==> config.mk <==
export PLATFORM = sky130hd
export DESIGN_NAME = vref_sqrt
export DESIGN_NICKNAME = d
export VERILOG_FILES = /design/src/rtl/vector_refraction_macros.svh /design/src/rtl/vref_pkg.sv /design/src/rtl/vref_sqrt.sv
export SDC_FILE = /design/constraint.sdc
export NUM_CORES = 1
export LEC_CHECK = 0
export ABC_AREA = 1
export BUFFER_PORTS_ARGS = -buffer_cell sky130_fd_sc_hd__buf_2
export CORE_ASPECT_RATIO = 1.4
export CORE_UTILIZATION = 40
export CTS_CLUSTER_DIAMETER = 200
export DETAILED_ROUTE_END_ITERATION = 7
export PLACE_DENSITY = 0.67
export SLEW_MARGIN = 20
export SYNTH_ARGS = -nofsm -noshare
export SYNTH_HDL_FRONTEND = slang
export SYNTH_SLANG_ARGS = --single-unit
==> constraint.sdc <==
create_clock -name clk_i -period 4.7 [get_ports clk_i]
set_clock_uncertainty 0.2 [all_clocks]
set_input_delay 0.235 -clock clk_i [delete_from_list [all_inputs] [get_ports clk_i]]
set_output_delay 0.235 -clock clk_i [all_outputs]
set_load 0.02 [all_outputs]
==> src/rtl/vector_refraction_macros.svh <==
// Assertion helpers used by vector_refraction.
`ifndef VECTOR_REFRACTION_MACROS_SVH
`define VECTOR_REFRACTION_MACROS_SVH

// Assert a property on the rising clock edge, off while reset is active.
`define VR_ASSERT(label, prop, msg) \
  label: assert property (@(posedge clk_i) disable iff (!rst_ni) (prop)) else $error(msg);

// Assert that an antecedent implies a consequent in the next cycle.
`define VR_ASSERT_NEXT(label, ante, cons, msg) \
  label: assert property (@(posedge clk_i) disable iff (!rst_ni) (ante) |=> (cons)) \
    else $error(msg);

`endif

==> src/rtl/vref_pkg.sv <==
// ----------------------------------------------------------------------------
// vref_pkg
// Shared constants for the vector refraction pipeline.
// ----------------------------------------------------------------------------
package vref_pkg;
  localparam int unsigned RATIO_WIDTH = 16;
  localparam int unsigned RATIO_FB    = 12;
endpackage

==> src/rtl/vref_sqrt.sv <==
// ----------------------------------------------------------------------------
// vref_sqrt
// Pipelined restoring integer square root, two result bits per stage.
// ----------------------------------------------------------------------------
module vref_sqrt
  import vref_pkg::*;
#(
  parameter int unsigned RW = 16,
  parameter int unsigned TW = 8
) (
  input  logic            clk_i,
  input  logic            rst_ni,
  input  logic            adv_i,
  input  logic [2*RW-1:0] rad_i,
  input  logic [TW-1:0]   tag_i,
  output logic [RW-1:0]   root_o,
  output logic [TW-1:0]   tag_o
);
  localparam int unsigned NST = (RW + 1) / 2;
  localparam int unsigned BPS = 2;

  logic [2*RW-1:0] rem_q  [NST+1];
  logic [RW-1:0]   res_q  [NST+1];
  logic [2*RW-1:0] rad_q  [NST+1];
  logic [TW-1:0]   tag_q  [NST+1];

  always_comb begin
    rem_q[0] = '0;
    res_q[0] = '0;
    rad_q[0] = rad_i;
    tag_q[0] = tag_i;
  end

  for (genvar s = 0; s < NST; s++) begin : g_st
    logic [2*RW-1:0] rem_d, rad_d;
    logic [RW-1:0]   res_d;
    logic [2*RW-1:0] rem_r, rad_r;
    logic [RW-1:0]   res_r;
    logic [TW-1:0]   tag_r;
    always_comb begin
      logic [2*RW+1:0] r;
      logic [2*RW+1:0] t;
      rem_d = rem_q[s];
      res_d = res_q[s];
      rad_d = rad_q[s];
      for (int b = 0; b < BPS; b++) begin
        if ((s * BPS + b) < RW) begin
          r = {rem_d, rad_d[2*RW-1 -: 2]};
          t = {res_d, 2'b01};
          rad_d = {rad_d[2*RW-3:0], 2'b00};
          if (r >= t) begin
            rem_d = r[2*RW-1:0] - t[2*RW-1:0];
            res_d = {res_d[RW-2:0], 1'b1};
          end else begin
            rem_d = r[2*RW-1:0];
            res_d = {res_d[RW-2:0], 1'b0};
          end
        end
      end
    end
    always_ff @(posedge clk_i) begin
      if (adv_i) begin
        rem_r <= rem_d;
        res_r <= res_d;
        rad_r <= rad_d;
        tag_r <= tag_q[s];
      end
    end
    always_comb begin
      rem_q[s+1] = rem_r;
      res_q[s+1] = res_r;
      rad_q[s+1] = rad_r;
      tag_q[s+1] = tag_r;
    end
  end

  assign root_o = res_q[NST];
  assign tag_o  = tag_q[NST];

  logic unused_rst;
  assign unused_rst = rst_ni;
endmodule
# Yosys cells after proc, flatten, opt, wreduce, memory -nomap -nowiden
# Index checks and enable logic that the tools add are counted.
[word_totals]
ff_bits = 472
wordCells = 92
output_inout_bits = 24
[op_classes]
mux = 31
addsub = 15
magnitude_cmp = 16
[ops]
columns = ["op", "n"]
rows = [
  ["$mux 32", 15],
  ["$ge 34x10->1", 1],
  ["$ge 34x11->1", 1],
  ["$ge 34x12->1", 1],
  ["$ge 34x13->1", 1],
  ["$ge 34x14->1", 1],
  ["$ge 34x15->1", 1],
  ["$ge 34x16->1", 1],
  ["$ge 34x17->1", 1],
  ["$ge 34x3->1", 1],
  ["$ge 34x4->1", 1],
  ["$ge 34x5->1", 1],
  ["$ge 34x6->1", 1],
  ["$ge 34x7->1", 1],
  ["$ge 34x8->1", 1],
  ["$ge 34x9->1", 1],
  ["$sub 32x10->32", 1],
  ["$sub 32x11->32", 1],
  ["$sub 32x12->32", 1],
  ["$sub 32x13->32", 1],
  ["$sub 32x14->32", 1],
  ["$sub 32x15->32", 1],
  ["$sub 32x16->32", 1],
  ["$sub 32x3->32", 1],
  ["other kinds (9)", 24],
]

# Depth between registers and ports, before layout
[depth]
depth_word = 4
mapped_depth = 28
depth_no_buf = 26

# Worst setup path before layout
# No wires, ideal clock.
[synth_path]
path_kind = "reg2reg"
from = "register g_st[5].rem_r[7]"
to = "register g_st[6].rem_r[3], data pin"
stages_incl_launch_ff = 26
n_path_buf = 3
required_time_ns = 4.248
arrival_time_ns = 3.713
synth_period_minus_slack_ns = 4.166
slack_ns = 0.534
setup_ns = 0.252
cell_sequence = "edfxtp_1 > ha_1 > nand2_1 > inv_2 > nand2_1 > nand2_1 > inv_2 > nand3_1 > nand2_2 > nand3_4 > buf_4 > inv_1 > buf_1 > nand2_1 > o21ai_0 > ha_1 > a21oi_1 > o21ai_0 > or2_2 > nand2_1 > nor2_1 > nor2_1 > nand3_2 > buf_4 > nand2_1 > nand2_1"
[synth_between]
elab_chain_len = 4
[synth_lines]
columns = ["item", "line", "text"]
rows = [
  ["start: declaration", "vref_sqrt.sv:37", "logic [2*RW-1:0] rem_r, rad_r;"],
  ["start signal: assignment", "vref_sqrt.sv:63", "rem_r <= rem_d;"],
  ["$ge 34x14->1 (*)", "vref_sqrt.sv:51", "if (r >= t) begin"],
  ["$mux 1 (*)", "vref_sqrt.sv:51", ""],
  ["net g_st[6].$9.t[2]", "vref_sqrt.sv:42", "logic [2*RW+1:0] t;"],
  ["$sub 32x15->32 or $ge 34x15->1 (tied branches)", "vref_sqrt.sv:52, vref_sqrt.sv:51", ""],
  ["$mux 32 (*)", "vref_sqrt.sv:51", ""],
  ["net g_st[6].rem_d[3]", "vref_sqrt.sv:35", "logic [2*RW-1:0] rem_d, rad_d;"],
  ["end signal: assignment", "vref_sqrt.sv:63", ""],
  ["end: declaration", "vref_sqrt.sv:37", ""],
]
# Mark *: on every way through the listed nets, which the timed path passes. The rest lies on a longest branch.
# A chain may end at the register's enable or synchronous reset.

# Final worst setup path
[layout_path]
from = "register g_st[4].res_r[3]"
to = "register g_st[5].rem_r[31], data pin"
[layout_between]
elab_chain_len = 4
[layout_lines]
columns = ["item", "line", "text"]
rows = [
  ["start: declaration", "vref_sqrt.sv:38", "logic [RW-1:0] res_r;"],
  ["start signal: assignment", "vref_sqrt.sv:64", "res_r <= res_d;"],
  ["$sub 32x12->32 or $ge 34x12->1 (tied branches)", "vref_sqrt.sv:52, vref_sqrt.sv:51", ""],
  ["$mux 32 or $mux 1 (tied branches)", "vref_sqrt.sv:51", ""],
  ["$sub 32x13->32 or $ge 34x13->1 (tied branches)", "vref_sqrt.sv:52, vref_sqrt.sv:51", ""],
  ["$mux 32 (*)", "vref_sqrt.sv:51", ""],
  ["net g_st[5].rem_d[31]", "vref_sqrt.sv:35", ""],
]
# Marked as above.

==> reports/metrics.yaml <==
fin_nets: 5154
slowest_delay_ns: 0.50
coreArea_mm2: 0.0858
crit_path_top_delay_cell: "edfxtp_1"
p_leak_nw: 17.6
cap_violations: 0
reg2reg_to: "g_st[5].rem_r[31]"
rsz0062_at_grt: "no"
ys_seq_area_share_pct: 39.0
criticalPathCategory: "flip-flop to flip-flop"
crit_path_start_kind: "flip-flop"
worst_ep_required_time_ns: 4.85
dp_slack_ns: 0.186
hp-start: "rad_i[18]"
p_per_area_mw_per_mm2: 395
fp.dieH_um: 350
clk_pin_slew_worst_paths_ns: 0.07
area_growth_pct: 11.3
reg2reg_depth: 25
synth_warnings: 0
r2r_start: "g_st[4].res_r[3]"
run_status: "finished clean"
timing.final.ws_setup_ns: 0.278
grt_pass1_wl_mm: 154
yosysUniqueCellTypes: 58
worst_ir_drop_vdd_mv: 0.328
mostFrequentLayoutCells: "1536 x nand2_1, 682 x inv_1, 552 x nor2_1"
slew_headroom_pct: 44.5
worst_pin_slew_ns: 0.833
antenna_found_initial: 5
placementRows: 127
cts_tree: "done"
drv_slew: 0
clkSinkCount: 451
dp_hpwl_mm: 81.2
post-route-min-period_ns: 4.42
avgSynthCellArea_um2: 7.24
start_util_pct: 40.4
grtUsageTotal_pct: 22.2
finalHoldViolCount: 0
critPathTopFamily: "simple AND/OR/NAND/NOR gates"
multi_input_area_mm2: 0.0180
clkLatencyLatePin_ns: 0.65
ys_ff_latch: 451
finalSetupViolCount: 0
first_global_vias: 29279
cts_made_buffers: 49
async_flop_share_pct: 0
syn_inst: 4792
r2r_setup_slack_ns: 0.28
synthesis.area_mm2: 0.0347
startpoint: "g_st[4].res_r[3]"
grt_overflow_total: 0
cp_num_buf_inv: 5
seqCellArea_mm2: 0.0135
critPathMostFrequentCell: "nand2_1"
cts_buffer_depth: 3
min_path_cells: 2
via_per_inst: 5.08
holdCritPathClass: "input port to flip-flop"
layout_commonest_cell: "nand2_1"
min_to: "g_st[0].rad_r[22]"
h-tree-depth: 2
synth_edf_count: 451
drt_first_iter_violations: 2090
wirelength_mm: 99.2
dr_total_vias: 30961
ant_nets: 0
ioPinCount: 67
critPathCaptureType: "flip-flop"
synthFlopType: "edfxtp_1"
finalSetupTns_ns: 0
cp.arrival_ns: 4.58
dr.pass1.iters: 8
drive_gt1_share_pct: 10.0
drcViolationCount: 0
grt_max_degree: 111
cp_max_fo: 24
die_area_mm2: 0.0879
fillers: 8802
portBuffers: 65
gp_congestion: 1.02
clock-root-buffer: "clkbuf_16"
wl_per_cell_um: 16.3
die_w_um: 251
max_clock_freq_mhz: 226
period_share_pct: 94.1
[state kept, by name, indices dropped and copies added, names as in the netlist]
signal	cells
g_st.res_r	56
g_st.rem_r	203
g_st.tag_r	56
g_st.rad_r	112
root_o	16
tag_o	8
[cell usage after synthesis (all sizes together), types with 5 or more instances]
| cell | n | share of area (%) |
|---|---|---|
| inv | 733 | 7.9 |
| nand3 | 425 | 6.9 |
| xnor2 | 47 | 1.2 |
| ha | 150 | 5.4 |
| and3 | 5 | 0.090 |
| edfxtp | 451 | 39 |
| nor3 | 63 | 1.0 |
| or2 | 10 | 0.18 |
| nand2 | 1606 | 18 |
| clkbuf | 18 | 0.19 |
| a21oi | 157 | 2.6 |
| xor2 | 85 | 2.2 |
| nand3b | 29 | 0.63 |
| a31oi | 7 | 0.13 |
| buf | 36 | 1.0 |
| nor4 | 10 | 0.18 |
| o21ai | 170 | 2.5 |
| nor2 | 626 | 7.6 |
| nand4 | 110 | 2.0 |
| o21bai | 17 | 0.37 |
[where the power goes]
group | total (mW) | switching (mW) | leakage [nW] | internal [mW]
combinational | 5.88 | 4.01 | 12.5 | 1.86
clock | 3.80 | 1.70 | 0.763 | 2.11
sequential | 5.57 | 0.464 | 4.34 | 5.10
[cell families (layout without fill, tap and decap cells)]
group / Yosys count / after routing / synth area share (%)
AOI/OAI and AO/OA: 372 / 372 / 6.12
adders and majority gates: 150 / 150 / 5.41
and+or+nand+nor: 2895 / 2895 / 36.8
xor gates and xnor gates: 132 / 132 / 3.35
DFF: 451 / 451 / 39.0
buffers and inverters: 791 / 994 / 9.23
other: 1 / 4 / 0.0108
[final cells by class]
cell class              count  share of cell area (%)
multi-input cells        3552                    46.6
flip-flops and latches    451                    35.1
inverters                 737                    7.19
well taps                1096                    3.55
repair buffers            170                    3.55
clock buffers              54                    3.23
clock inverters            33                   0.833
diodes                      1                 0.00648
[through the flow]
stage          hold WS (ns)  utilization [%]  area [um2]  cells  total power [mW]
3_3_place_gp          0.200             42.6       36500   5959              11.4
5_1_grt              0.0928             45.0       38600   6093              16.3
2_1_floorplan         0.134                -       34700   4794              9.68
3_5_place_dp          0.205             42.6       36500   5959              11.4
4_1_cts              0.0639             44.9       38500   6089              15.3
6_report              0.114             45.0       38600   6094              15.2
[per-layer routing]
metal / vias up / global-route usage (%) / routed length [um]
li1: 15841 / - / -
met2: 799 / 41.5 / 50900
met5: - / 0 / 9
met3: 278 / 2.33 / 4150
met4: 2 / 12.1 / 5650
met1: 14041 / 24.6 / 38500
[worst max-delay path by stage]
stage                              endpoint  slack [ns]  cells after the start
after floorplan            g_st[6].rem_r[3]        0.53                     25
after global routing      g_st[5].rem_r[31]      0.0006                     24
after global placement     g_st[3].rem_r[7]        0.30                     20
after detailed placement   g_st[3].rem_r[0]        0.19                     20
after CTS                  g_st[3].rem_r[0]        0.13                     20
final                     g_st[5].rem_r[31]        0.28                     25
[what timing repair did]
item                                    CTS  global route
buffers inserted                          0             4
hold buffers                             43             0
gates resized for setup                   0            16
endpoints found under the setup margin    0            79
hold endpoints to repair                 82             0
No activity file was read; power rests on OpenSTA's default activity.
